### src/hw/rtl/ssd_pkg.sv
`timescale 1ns / 1ps
// ----------------------------------------------------------------------------
// ssd_pkg
// Shared constants, register map and segment decode for the scan driver.
// ----------------------------------------------------------------------------
package ssd_pkg;

  localparam int unsigned DigitFields = 4;
  localparam int unsigned DigitW      = 4;
  localparam int unsigned SegW        = 8;
  localparam int unsigned EnableW     = 4;
  localparam int unsigned DotW        = 8;
  localparam int unsigned ApbAddrW    = 3;
  localparam int unsigned ApbDataW    = 32;

  localparam logic [SegW-1:0] DpBit      = 8'h01;
  localparam logic [DotW-1:0] DotReset   = 8'hFF;

  // register index taken from the word address bit
  typedef enum logic {
    RegDotPosition = 1'b0,
    RegBlankZeros  = 1'b1
  } reg_idx_e;

  typedef logic [DigitW-1:0] digit_t;
  typedef logic [SegW-1:0]   seg_t;

  // segment byte: bit7 a down to bit1 g, bit0 point; codes above nine show nothing
  function automatic seg_t seg_decode(input digit_t d);
    seg_t s;
    unique case (d)
      4'd0:    s = 8'b11111100;
      4'd1:    s = 8'b01100000;
      4'd2:    s = 8'b11011010;
      4'd3:    s = 8'b11110010;
      4'd4:    s = 8'b01100110;
      4'd5:    s = 8'b10110110;
      4'd6:    s = 8'b10111110;
      4'd7:    s = 8'b11100000;
      4'd8:    s = 8'b11111110;
      4'd9:    s = 8'b11110110;
      default: s = 8'h00;
    endcase
    return s;
  endfunction

endpackage

### src/hw/rtl/ssd_if.sv
`timescale 1ns / 1ps
// ----------------------------------------------------------------------------
// ssd_if
// Valid/ready channels of the scan driver: digit word in, segment word out.
// ----------------------------------------------------------------------------
interface ssd_in_if;
  import ssd_pkg::*;

  logic   valid;
  logic   ready;
  digit_t digit_0;
  digit_t digit_1;
  digit_t digit_2;
  digit_t digit_3;

  modport source (output valid, digit_0, digit_1, digit_2, digit_3, input ready);
  modport sink   (input valid, digit_0, digit_1, digit_2, digit_3, output ready);
endinterface

interface ssd_out_if;
  import ssd_pkg::*;

  logic               valid;
  logic               ready;
  seg_t               segments;
  logic [EnableW-1:0] digit_enable;

  modport source (output valid, segments, digit_enable, input ready);
  modport sink   (input valid, segments, digit_enable, output ready);
endinterface

### src/hw/rtl/seven_segment_scan_driver.sv
`timescale 1ns / 1ps
// ----------------------------------------------------------------------------
// seven_segment_scan_driver
// Multiplexed seven-segment scan: one displayed position per refresh word.
// ----------------------------------------------------------------------------
// Usage:
//   in_i carries one refresh word per tick: four decimal digits, digit_0
//   least significant. Each accepted word advances the scan index (wrapping
//   modulo NUM_DIGITS, so the first word after reset shows position 1) and
//   yields one word on out_o: the segment byte of the digit at that position,
//   with the decimal point when the index equals dot_position, and a one-hot
//   digit enable. With blank_leading_zeros set, a leading zero above position
//   0 gives no segments and no enable. Positions 4 and up decode as zero and get no enable.
//   An accepted word passes through the input register and then the result
//   register to out_o. While the receiver does not stall, a word may be
//   accepted every cycle; the rate is one word per cycle, with a
//   combinational decode between the two registers.
//   When the receiver stalls, both stages hold and in_i.ready falls once the
//   input register is full and cannot move on.
//   Reset clears the scan index and both valid flags, sets dot_position to
//   255 (no point) and blank_leading_zeros to 0. The APB port at byte 0 and 4
//   holds the two registers; pready is always high.
// ----------------------------------------------------------------------------
module seven_segment_scan_driver #(
  parameter int unsigned NUM_DIGITS = 4
) (
  input  logic                      clk_i,
  input  logic                      rst_ni,
  ssd_in_if.sink                    in_i,
  ssd_out_if.source                 out_o,
  input  logic                      psel,
  input  logic                      penable,
  input  logic                      pwrite,
  input  logic [ssd_pkg::ApbAddrW-1:0] paddr,
  input  logic [ssd_pkg::ApbDataW-1:0] pwdata,
  output logic [ssd_pkg::ApbDataW-1:0] prdata,
  output logic                      pready
);
  import ssd_pkg::*;

  localparam int unsigned IdxW = $clog2(NUM_DIGITS);

  // configuration registers
  logic [DotW-1:0] dot_q;
  logic            blank_q;
  reg_idx_e        reg_sel;
  logic            cfg_write;

  assign pready    = 1'b1;
  assign reg_sel   = reg_idx_e'(paddr[2]);
  assign cfg_write = psel && penable && pwrite;

  always_ff @(posedge clk_i or negedge rst_ni) begin
    if (!rst_ni) begin
      dot_q   <= DotReset;
      blank_q <= 1'b0;
    end else if (cfg_write) begin
      unique case (reg_sel)
        RegDotPosition: dot_q   <= pwdata[DotW-1:0];
        RegBlankZeros:  blank_q <= pwdata[0];
        default:        ;
      endcase
    end
  end

  always_comb begin
    unique case (reg_sel)
      RegDotPosition: prdata = {{(ApbDataW-DotW){1'b0}}, dot_q};
      RegBlankZeros:  prdata = {{(ApbDataW-1){1'b0}}, blank_q};
      default:        prdata = '0;
    endcase
  end

  // scan index and handshake
  logic [IdxW-1:0] idx_q, idx_d;
  logic            s1_valid_q;
  logic            out_valid_q;
  logic            s1_advance;
  logic            in_fire;

  assign s1_advance = s1_valid_q && (!out_valid_q || out_o.ready);
  assign in_i.ready = !s1_valid_q || s1_advance;
  assign in_fire    = in_i.valid && in_i.ready;
  assign idx_d      = (idx_q == IdxW'(NUM_DIGITS - 1)) ? '0 : idx_q + 1'b1;

  always_ff @(posedge clk_i or negedge rst_ni) begin
    if (!rst_ni) begin
      idx_q       <= '0;
      s1_valid_q  <= 1'b0;
      out_valid_q <= 1'b0;
    end else begin
      if (in_fire) begin
        idx_q <= idx_d;
      end
      if (in_i.ready) begin
        s1_valid_q <= in_i.valid;
      end
      if (!out_valid_q || out_o.ready) begin
        out_valid_q <= s1_valid_q;
      end
    end
  end

  // input register
  digit_t          s1_digit_q [DigitFields];
  logic [IdxW-1:0] s1_idx_q;

  always_ff @(posedge clk_i) begin
    if (in_fire) begin
      s1_digit_q[0] <= in_i.digit_0;
      s1_digit_q[1] <= in_i.digit_1;
      s1_digit_q[2] <= in_i.digit_2;
      s1_digit_q[3] <= in_i.digit_3;
      s1_idx_q      <= idx_d;
    end
  end

  // decode: digits beyond the four fields read as zero
  digit_t             digit_ext [NUM_DIGITS];
  logic [NUM_DIGITS-1:0] nonzero;
  logic [EnableW-1:0] enable_d;

  for (genvar p = 0; p < NUM_DIGITS; p++) begin : g_pos
    if (p < DigitFields) begin : g_field
      assign digit_ext[p] = s1_digit_q[p];
    end else begin : g_none
      assign digit_ext[p] = '0;
    end
    assign nonzero[p] = (digit_ext[p] != '0);
  end

  for (genvar b = 0; b < EnableW; b++) begin : g_en
    if (b < NUM_DIGITS) begin : g_live
      assign enable_d[b] = (s1_idx_q == IdxW'(b));
    end else begin : g_dead
      assign enable_d[b] = 1'b0;
    end
  end

  digit_t             cur_digit;
  logic               higher_nz;
  logic               blanked;
  seg_t               seg_d;
  seg_t               seg_q;
  logic [EnableW-1:0] enable_q;

  assign cur_digit = digit_ext[s1_idx_q];
  // any nonzero digit strictly above the shown position
  assign higher_nz = (((nonzero >> s1_idx_q) >> 1) != '0);
  assign blanked   = blank_q && (s1_idx_q != '0) && (cur_digit == '0) && !higher_nz;

  always_comb begin
    seg_d = seg_decode(cur_digit);
    if (DotW'(s1_idx_q) == dot_q) begin
      seg_d = seg_d | DpBit;
    end
  end

  // result register
  always_ff @(posedge clk_i) begin
    if (s1_advance) begin
      seg_q    <= blanked ? '0 : seg_d;
      enable_q <= blanked ? '0 : enable_d;
    end
  end

  assign out_o.valid        = out_valid_q;
  assign out_o.segments     = seg_q;
  assign out_o.digit_enable = enable_q;

endmodule
### src/flat_wrapper.sv
// flat-port wrapper written by rule: the top's interface ports become plain ports
module seven_segment_scan_driver_flat import ssd_pkg::*;
#(
  parameter int unsigned NUM_DIGITS = 4
)
  (clk_i, rst_ni, psel, penable, pwrite, paddr, pwdata, prdata, pready, in_i_valid, in_i_digit_0, in_i_digit_1, in_i_digit_2, in_i_digit_3, in_i_ready, out_o_valid, out_o_segments, out_o_digit_enable, out_o_ready);
  ssd_in_if in_i_i ();
  ssd_out_if out_o_i ();
  input  logic clk_i;
  input  logic rst_ni;
  input  logic psel;
  input  logic penable;
  input  logic pwrite;
  input  logic [ssd_pkg::ApbAddrW-1:0] paddr;
  input  logic [ssd_pkg::ApbDataW-1:0] pwdata;
  output logic [ssd_pkg::ApbDataW-1:0] prdata;
  output logic pready;
  input wire logic [$bits(in_i_i.valid)-1:0] in_i_valid;
  input wire logic [$bits(in_i_i.digit_0)-1:0] in_i_digit_0;
  input wire logic [$bits(in_i_i.digit_1)-1:0] in_i_digit_1;
  input wire logic [$bits(in_i_i.digit_2)-1:0] in_i_digit_2;
  input wire logic [$bits(in_i_i.digit_3)-1:0] in_i_digit_3;
  output wire logic [$bits(in_i_i.ready)-1:0] in_i_ready;
  output wire logic [$bits(out_o_i.valid)-1:0] out_o_valid;
  output wire logic [$bits(out_o_i.segments)-1:0] out_o_segments;
  output wire logic [$bits(out_o_i.digit_enable)-1:0] out_o_digit_enable;
  input wire logic [$bits(out_o_i.ready)-1:0] out_o_ready;
  assign in_i_i.valid = in_i_valid;
  assign in_i_i.digit_0 = in_i_digit_0;
  assign in_i_i.digit_1 = in_i_digit_1;
  assign in_i_i.digit_2 = in_i_digit_2;
  assign in_i_i.digit_3 = in_i_digit_3;
  assign in_i_ready = in_i_i.ready;
  assign out_o_valid = out_o_i.valid;
  assign out_o_segments = out_o_i.segments;
  assign out_o_digit_enable = out_o_i.digit_enable;
  assign out_o_i.ready = out_o_ready;
  seven_segment_scan_driver #(.NUM_DIGITS(NUM_DIGITS)) u_core (.clk_i(clk_i), .rst_ni(rst_ni), .in_i(in_i_i), .out_o(out_o_i), .psel(psel), .penable(penable), .pwrite(pwrite), .paddr(paddr), .pwdata(pwdata), .prdata(prdata), .pready(pready));
endmodule
### config.mk
export PLATFORM = sky130hd
export DESIGN_NAME = seven_segment_scan_driver_flat
export DESIGN_NICKNAME = d
export VERILOG_FILES = /design/src/hw/rtl/ssd_pkg.sv /design/src/hw/rtl/ssd_if.sv /design/src/hw/rtl/seven_segment_scan_driver.sv /design/src/flat_wrapper.sv
export SDC_FILE = /design/constraint.sdc
export NUM_CORES = 1
export LEC_CHECK = 0
export BUFFER_PORTS_ARGS = -buffer_cell sky130_fd_sc_hd__buf_2
export CORE_MARGIN = 3
export CORE_UTILIZATION = 46
export CTS_CLUSTER_DIAMETER = 30
export CTS_CLUSTER_SIZE = 16
export DETAILED_ROUTE_END_ITERATION = 6
export PLACE_DENSITY_LB_ADDON = 0.3
export RECOVER_POWER = 50
export SLEW_MARGIN = 20
export SYNTH_ARGS = -nofsm -noshare
export SYNTH_HDL_FRONTEND = slang
export SYNTH_SLANG_ARGS = --single-unit
### constraint.sdc
create_clock -name clk_i -period 2.5 [get_ports clk_i]
set_input_delay 0.125 -clock clk_i [delete_from_list [all_inputs] [get_ports clk_i]]
set_output_delay 0.125 -clock clk_i [all_outputs]
set_load 0.02 [all_outputs]
== After elaboration in Yosys (flattened, before gate mapping) ==
Memories as Yosys holds them, arrays and structs flattened. A register that Yosys moved wholly into a read port is not among the register bits.
Index checks and enable logic that the tools add are counted.

* Flip-flop bits (word level): 27
* Memory bits (read-only): 112
* Output and inout bits: 47
* Memories: 2
* Input port bits: 58
* Bits in writable memories: 16

{| class="wikitable"
|+ Memory list
! memory !! depth !! width !! read ports !! clocked after Yosys merged registers in !! wr ports !! line !! source
|-
| (name not given) || 16 || 7 || 1 || 1 || 0 || ssd_pkg.sv:31 || <nowiki>unique case (d)</nowiki>
|-
| u_core.s1_digit_q || 4 || 4 || 4 || 0 || 4 || seven_segment_scan_driver.sv:105 || <nowiki>digit_t s1_digit_q [DigitFields];</nowiki>
|}

* Mux-type cells: 8
* Bitwise logic cells: 2
* Add/subtract/negate cells: 1
* Order comparisons: 1
* Shifts and indexed selects: 1
* Reductions and logical operators: 22
* Equal/unequal tests: 5

{| class="wikitable"
|+ Operators with widths
! kind !! count
|-
| 32-bit case mux with 2 select lines || 1
|-
| 4-bit nonzero test || 5
|-
| 4-bit binary-select mux with 2-bit select || 1
|-
| 2-bit by 8-bit == test with 1-bit output || 1
|-
| 4-bit 2-to-1 mux || 2
|-
| 1-bit logical AND || 7
|-
| 2-bit == test, second input constant || 3
|-
| 4-bit zero test || 1
|-
| 2-bit AND reduction || 2
|-
| 4-bit by 2-bit >> shifter with 4-bit output || 1
|-
| 3-bit greater-or-equal comparator, second input constant || 1
|-
| 1-bit zero test || 3
|-
| 1-bit 2-to-1 mux || 3
|-
| 2-bit NOT with 3-bit output || 1
|-
| 2-bit by 1-bit adder with 2-bit output, second input constant || 1
|-
| 2-bit by 1-bit == test with 1-bit output, second input constant || 1
|-
| 2-bit zero test || 1
|-
| 1-bit logical OR || 2
|-
| 2-bit 2-to-1 mux || 1
|-
| 2-bit nonzero test || 1
|-
| 1-bit NOT || 1
|}

== Longest topological paths before layout ==
* Depth in word-level cells: 7
* Mapped depth: 7
* Mapped depth without buffers: 6

== Worst setup path after synthesis ==
OpenSTA, ideal clock, no wires.

* Path kind: register to register
* Start: reg u_core.s1_idx_q[0]
* End: reg u_core.enable_q[3], in the netlist u_core.out_o.digit_enable[3] (data pin)
* Path slack: 0.192 ns
* Setup time: 0.256 ns
* Arrival: 2.052 ns
* Stages on the path, launching flop included: 8
* Path through: edfxtp_1 buf_6 mux4_1 inv_1 ha_1 o2111ai_1 nor3_2 and3b_2

* Word-level cells in the longest chain between the ends: 7
* Elaborated cells on any way between the ends: 13
* Classes of those cells: eq/ne (1); shift (1); mux (3); bitwise (1); reduce/logical (7)

{| class="wikitable"
|+ RTL lines
! element !! line !! source
|-
| start: declaration || seven_segment_scan_driver.sv:106 || <nowiki>logic [IdxW-1:0] s1_idx_q;</nowiki>
|-
| start signal: assignment || seven_segment_scan_driver.sv:114 || <nowiki>s1_idx_q <= idx_d;</nowiki>
|-
| 2-bit NOT with 3-bit output (not written as such) || seven_segment_scan_driver.sv:147 || <nowiki>assign cur_digit = digit_ext[s1_idx_q];</nowiki>
|-
| 4-bit binary-select mux with 2-bit select || seven_segment_scan_driver.sv:147 ||
|-
| 4-bit 2-to-1 mux (not written as such) (2 in series) || seven_segment_scan_driver.sv:147 ||
|-
| 4-bit zero test || seven_segment_scan_driver.sv:150 || <nowiki>assign blanked = blank_q && (s1_idx_q != '0) && (cur_digit == '0) && !higher_nz;</nowiki>
|-
| 1-bit logical AND (2 in series) || seven_segment_scan_driver.sv:150 ||
|-
| end signal: assignment || seven_segment_scan_driver.sv:163 || <nowiki>enable_q <= blanked ? '0 : enable_d;</nowiki>
|-
| end: declaration || seven_segment_scan_driver.sv:145 || <nowiki>logic [EnableW-1:0] enable_q;</nowiki>
|}

Parallel ways exist; a longest one is shown, timed or not. The select of a mux whose other input is x is not followed.
A chain may end at the register's enable or synchronous reset.

== Final worst setup path ==
Same ends and word-level chain as after synthesis.

==> impl_metrics.json <==
{
  "worstHoldPathType": "in2reg",
  "fillers": 386,
  "dp_slack_ns": 0.0534,
  "cts-root-buf": "clkbuf_8",
  "fin_worst_skew_ns": 0.00822,
  "cts_sinks": 43,
  "instances_no_fill": 277,
  "hold_viol": 0,
  "grt_pass1_wl_um": 5440,
  "path_class": "reg2reg",
  "drive_gt1_frac": 0.360,
  "use_met3": 0.0481,
  "start_util": 0.487,
  "use_met2": 0.205,
  "critPathSlowestCell": "mux4_1",
  "overflow": 0,
  "htreeDepth": 2,
  "fin_setup_tns_ns": 0,
  "grt_usage": 0.129,
  "worstSetupEndpointType": "register",
  "syn_inst": 158,
  "synth_top_area_share": 0.414,
  "synth_warnings": 0,
  "rsz0062_at_grt": "false",
  "post_drt_wl_per_cell_um": 12.7,
  "hp-start": "in_i_digit_1[2]",
  "ioPinCount": 105,
  "cap_violations": 0,
  "power_density_nw_per_um2": 882,
  "io_buffers": 53,
  "drt_iter0_drc": 36,
  "synth_top_area_cell": "edfxtp_1",
  "first_pass_iters": 4,
  "relSlewSlack": 0.512,
  "mostFrequentLayoutCells": "buf_2 (39), edfxtp_1 (30), conb_1 (25)",
  "die_h_um": 74.8,
  "crit_required_ns": 2.55,
  "drv_slew": 0,
  "max_stage_delay_ns": 0.62,
  "yosysUniqueCellTypes": 39,
  "viasPerCell": 4.75,
  "setup_slack_ns": 0.158,
  "fin_nets": 289,
  "busiest_layer": "met2",
  "worst_slew_pin_slew_ns": 0.733,
  "synth_edf_count": 30,
  "async_reset_ff_frac": 0.302,
  "final_cell_area_um2": 2580,
  "seq_area_um2": 1240,
  "synthFlopType": "edfxtp_1",
  "synth_seq_cells": 43,
  "die_w_um": 74.8,
  "clockBufferDepth": 2,
  "synth.avg_cell_area_um2": 13.8,
  "placed_cells": 260,
  "placed_cell_area_um2": 2400,
  "finalCritPeriodShare": 0.937,
  "final_common_cell": "buf_2",
  "p_total_w": 0.00227,
  "cp_max_fo": 5,
  "cp_data_arrival_time_ns": 2.39,
  "grt_antenna_before_repair": 0,
  "vias": 1315,
  "gp_congestion": 0.774,
  "drcViolationCount": 0,
  "crit_path_cell_trace": "mux4_1 > inv_1 > ha_2 > o2111ai_4 > nor3_4 > and3b_2",
  "clk_pin_slew_worst_paths_ns": 0.08,
  "p_leak_nw": 1.08,
  "startpoint": "u_core.s1_idx_q[0]$_DFFE_PP_",
  "synthTopCellsByArea": "edfxtp_1 (41%), dfstp_2 (9.6%), buf_4 (9.0%), mux2_2 (6.2%), dfrtp_1 (5.7%)",
  "status": "complete, no violations",
  "clk-insertion-delay-late_ns": 0.28,
  "fin_crit_ns": 2.34,
  "num_antenna_cells": 0,
  "tritoncts": "yes",
  "fmax_ghz": 0.427,
  "synth_area_um2": 2180,
  "dp_hpwl_um": 2670,
  "fp-row-count": 24,
  "ir_worst_vdd_uv": 442,
  "critPathLaunchType": "register",
  "ys_seq_area_frac": 0.567,
  "grt_max_degree": 19,
  "dieArea_um2": 5600,
  "wl_um": 3510,
  "met1_usage": 0.164,
  "multi_input_area_um2": 815,
  "r2r_start": "u_core.s1_idx_q[0]$_DFFE_PP_",
  "synthToLayoutAreaGrowth_pct": 18.4,
  "setup_viol": 0,
  "coreArea_um2": 4470,
  "cts_buffers": 5,
  "ant_nets": 0,
  "grt_pass1_vias": 1210
}
## worst paths after layout
check	endpoint	slack, ns	cells past startpoint
worst max-delay path	u_core.out_o.digit_enable[3]$_SDFFCE_PP0P_	0.16	6
worst min register to register	u_core.out_o.valid$_DFFE_PN0P_	0.50	1
max in group asynchronous	u_core.idx_q[0]$_DFFE_PN0P_	1.63	2
worst max register to register	u_core.out_o.digit_enable[3]$_SDFFCE_PP0P_	0.16	6
min in group asynchronous	u_core.blank_q$_DFFE_PN0P_	0.41	2
worst min-delay path	u_core.s1_digit_q[1][2]$_DFFE_PP_	0.01	1
## power by group
group          total (W)  internal, W  switching [W]
clock network   0.000409     0.000195       0.000213
registers        0.00104     0.000970      0.0000665
logic           0.000828     0.000358       0.000471
total            0.00227      0.00152       0.000750
## kinds of logic after synthesis
| kind of cell | share of synthesized area |
|---|---|
| buf+inv | 0.112 |
| fa+ha+maj | 0.0402 |
| mux | 0.109 |
| simple gates | 0.110 |
| flops | 0.567 |
| xor+xnor | 0.00804 |
| compound gates | 0.0505 |
| other cells | 0.00345 |
## per-layer routing
metal,vias up,wire (um),part of all wire
li1,650,-,-
met1,606,1510,0.43
met2,57,1760,0.50
met3,2,221,0.063
met4,0,14,0.0040
met5,-,0,0
## worst max-delay path: cells and delay by family (launching register included)
family | cells | cell delay, ns
buf+inv | 1 | 0.15
flops | 1 | 0.40
simple gates | 2 | 0.51
mux | 1 | 0.62
fa+ha+maj | 1 | 0.25
compound gates | 1 | 0.18
## stage by stage
step	hold WS, ns	util
2_1_floorplan	-0.171	-
6_report	0.0128	0.576
4_1_cts	0.00185	0.557
3_3_place_gp	0.0258	0.536
3_5_place_dp	0.0277	0.536
5_1_grt	-0.00138	0.576
## layout make-up
type,count,share of cell area
Timing Repair Buffer,65,0.138
Clock inverter,2,0.00485
Inverter,6,0.00873
Clock buffer,6,0.0281
Sequential cell,43,0.479
Multi-Input combinational cell,103,0.316
Tap cell,52,0.0252
## registers in the layout, indices dropped and copies added (netlist names)
register                   cells
u_core.s1_valid_q              1
u_core.out_o.valid             1
u_core.blank_q                 1
u_core.s1_digit_q             16
u_core.s1_idx_q                2
u_core.idx_q                   2
u_core.dot_q                   8
u_core.out_o.segments          8
u_core.out_o.digit_enable      4
## timing repair
action / 4_1_cts / 5_1_grt
gates resized for setup: 0 / 5
hold buffers: 1 / 6
endpoints found under the setup margin: 0 / 9
endpoints found under the hold margin: 13 / 6
setup buffers: 0 / 2
## Yosys cell counts (2+ instances only)
master and instances:
buf_6 2, o21a_1 2, edfxtp_1 30, or2b_2 2, nor2_1 8, mux4_1 3, o31ai_1 2, conb_1 2
buf_4 26, nor3b_1 2, nor4_1 3, inv_1 6, dfrtp_1 5, nand4_1 2, nand2_1 2, o21bai_1 3
ha_1 7, o22ai_1 2, xnor2_1 2, dfstp_2 8, nand2b_1 4, nor2b_1 7, mux2_2 12
Power figures use the tool's default switching activity.
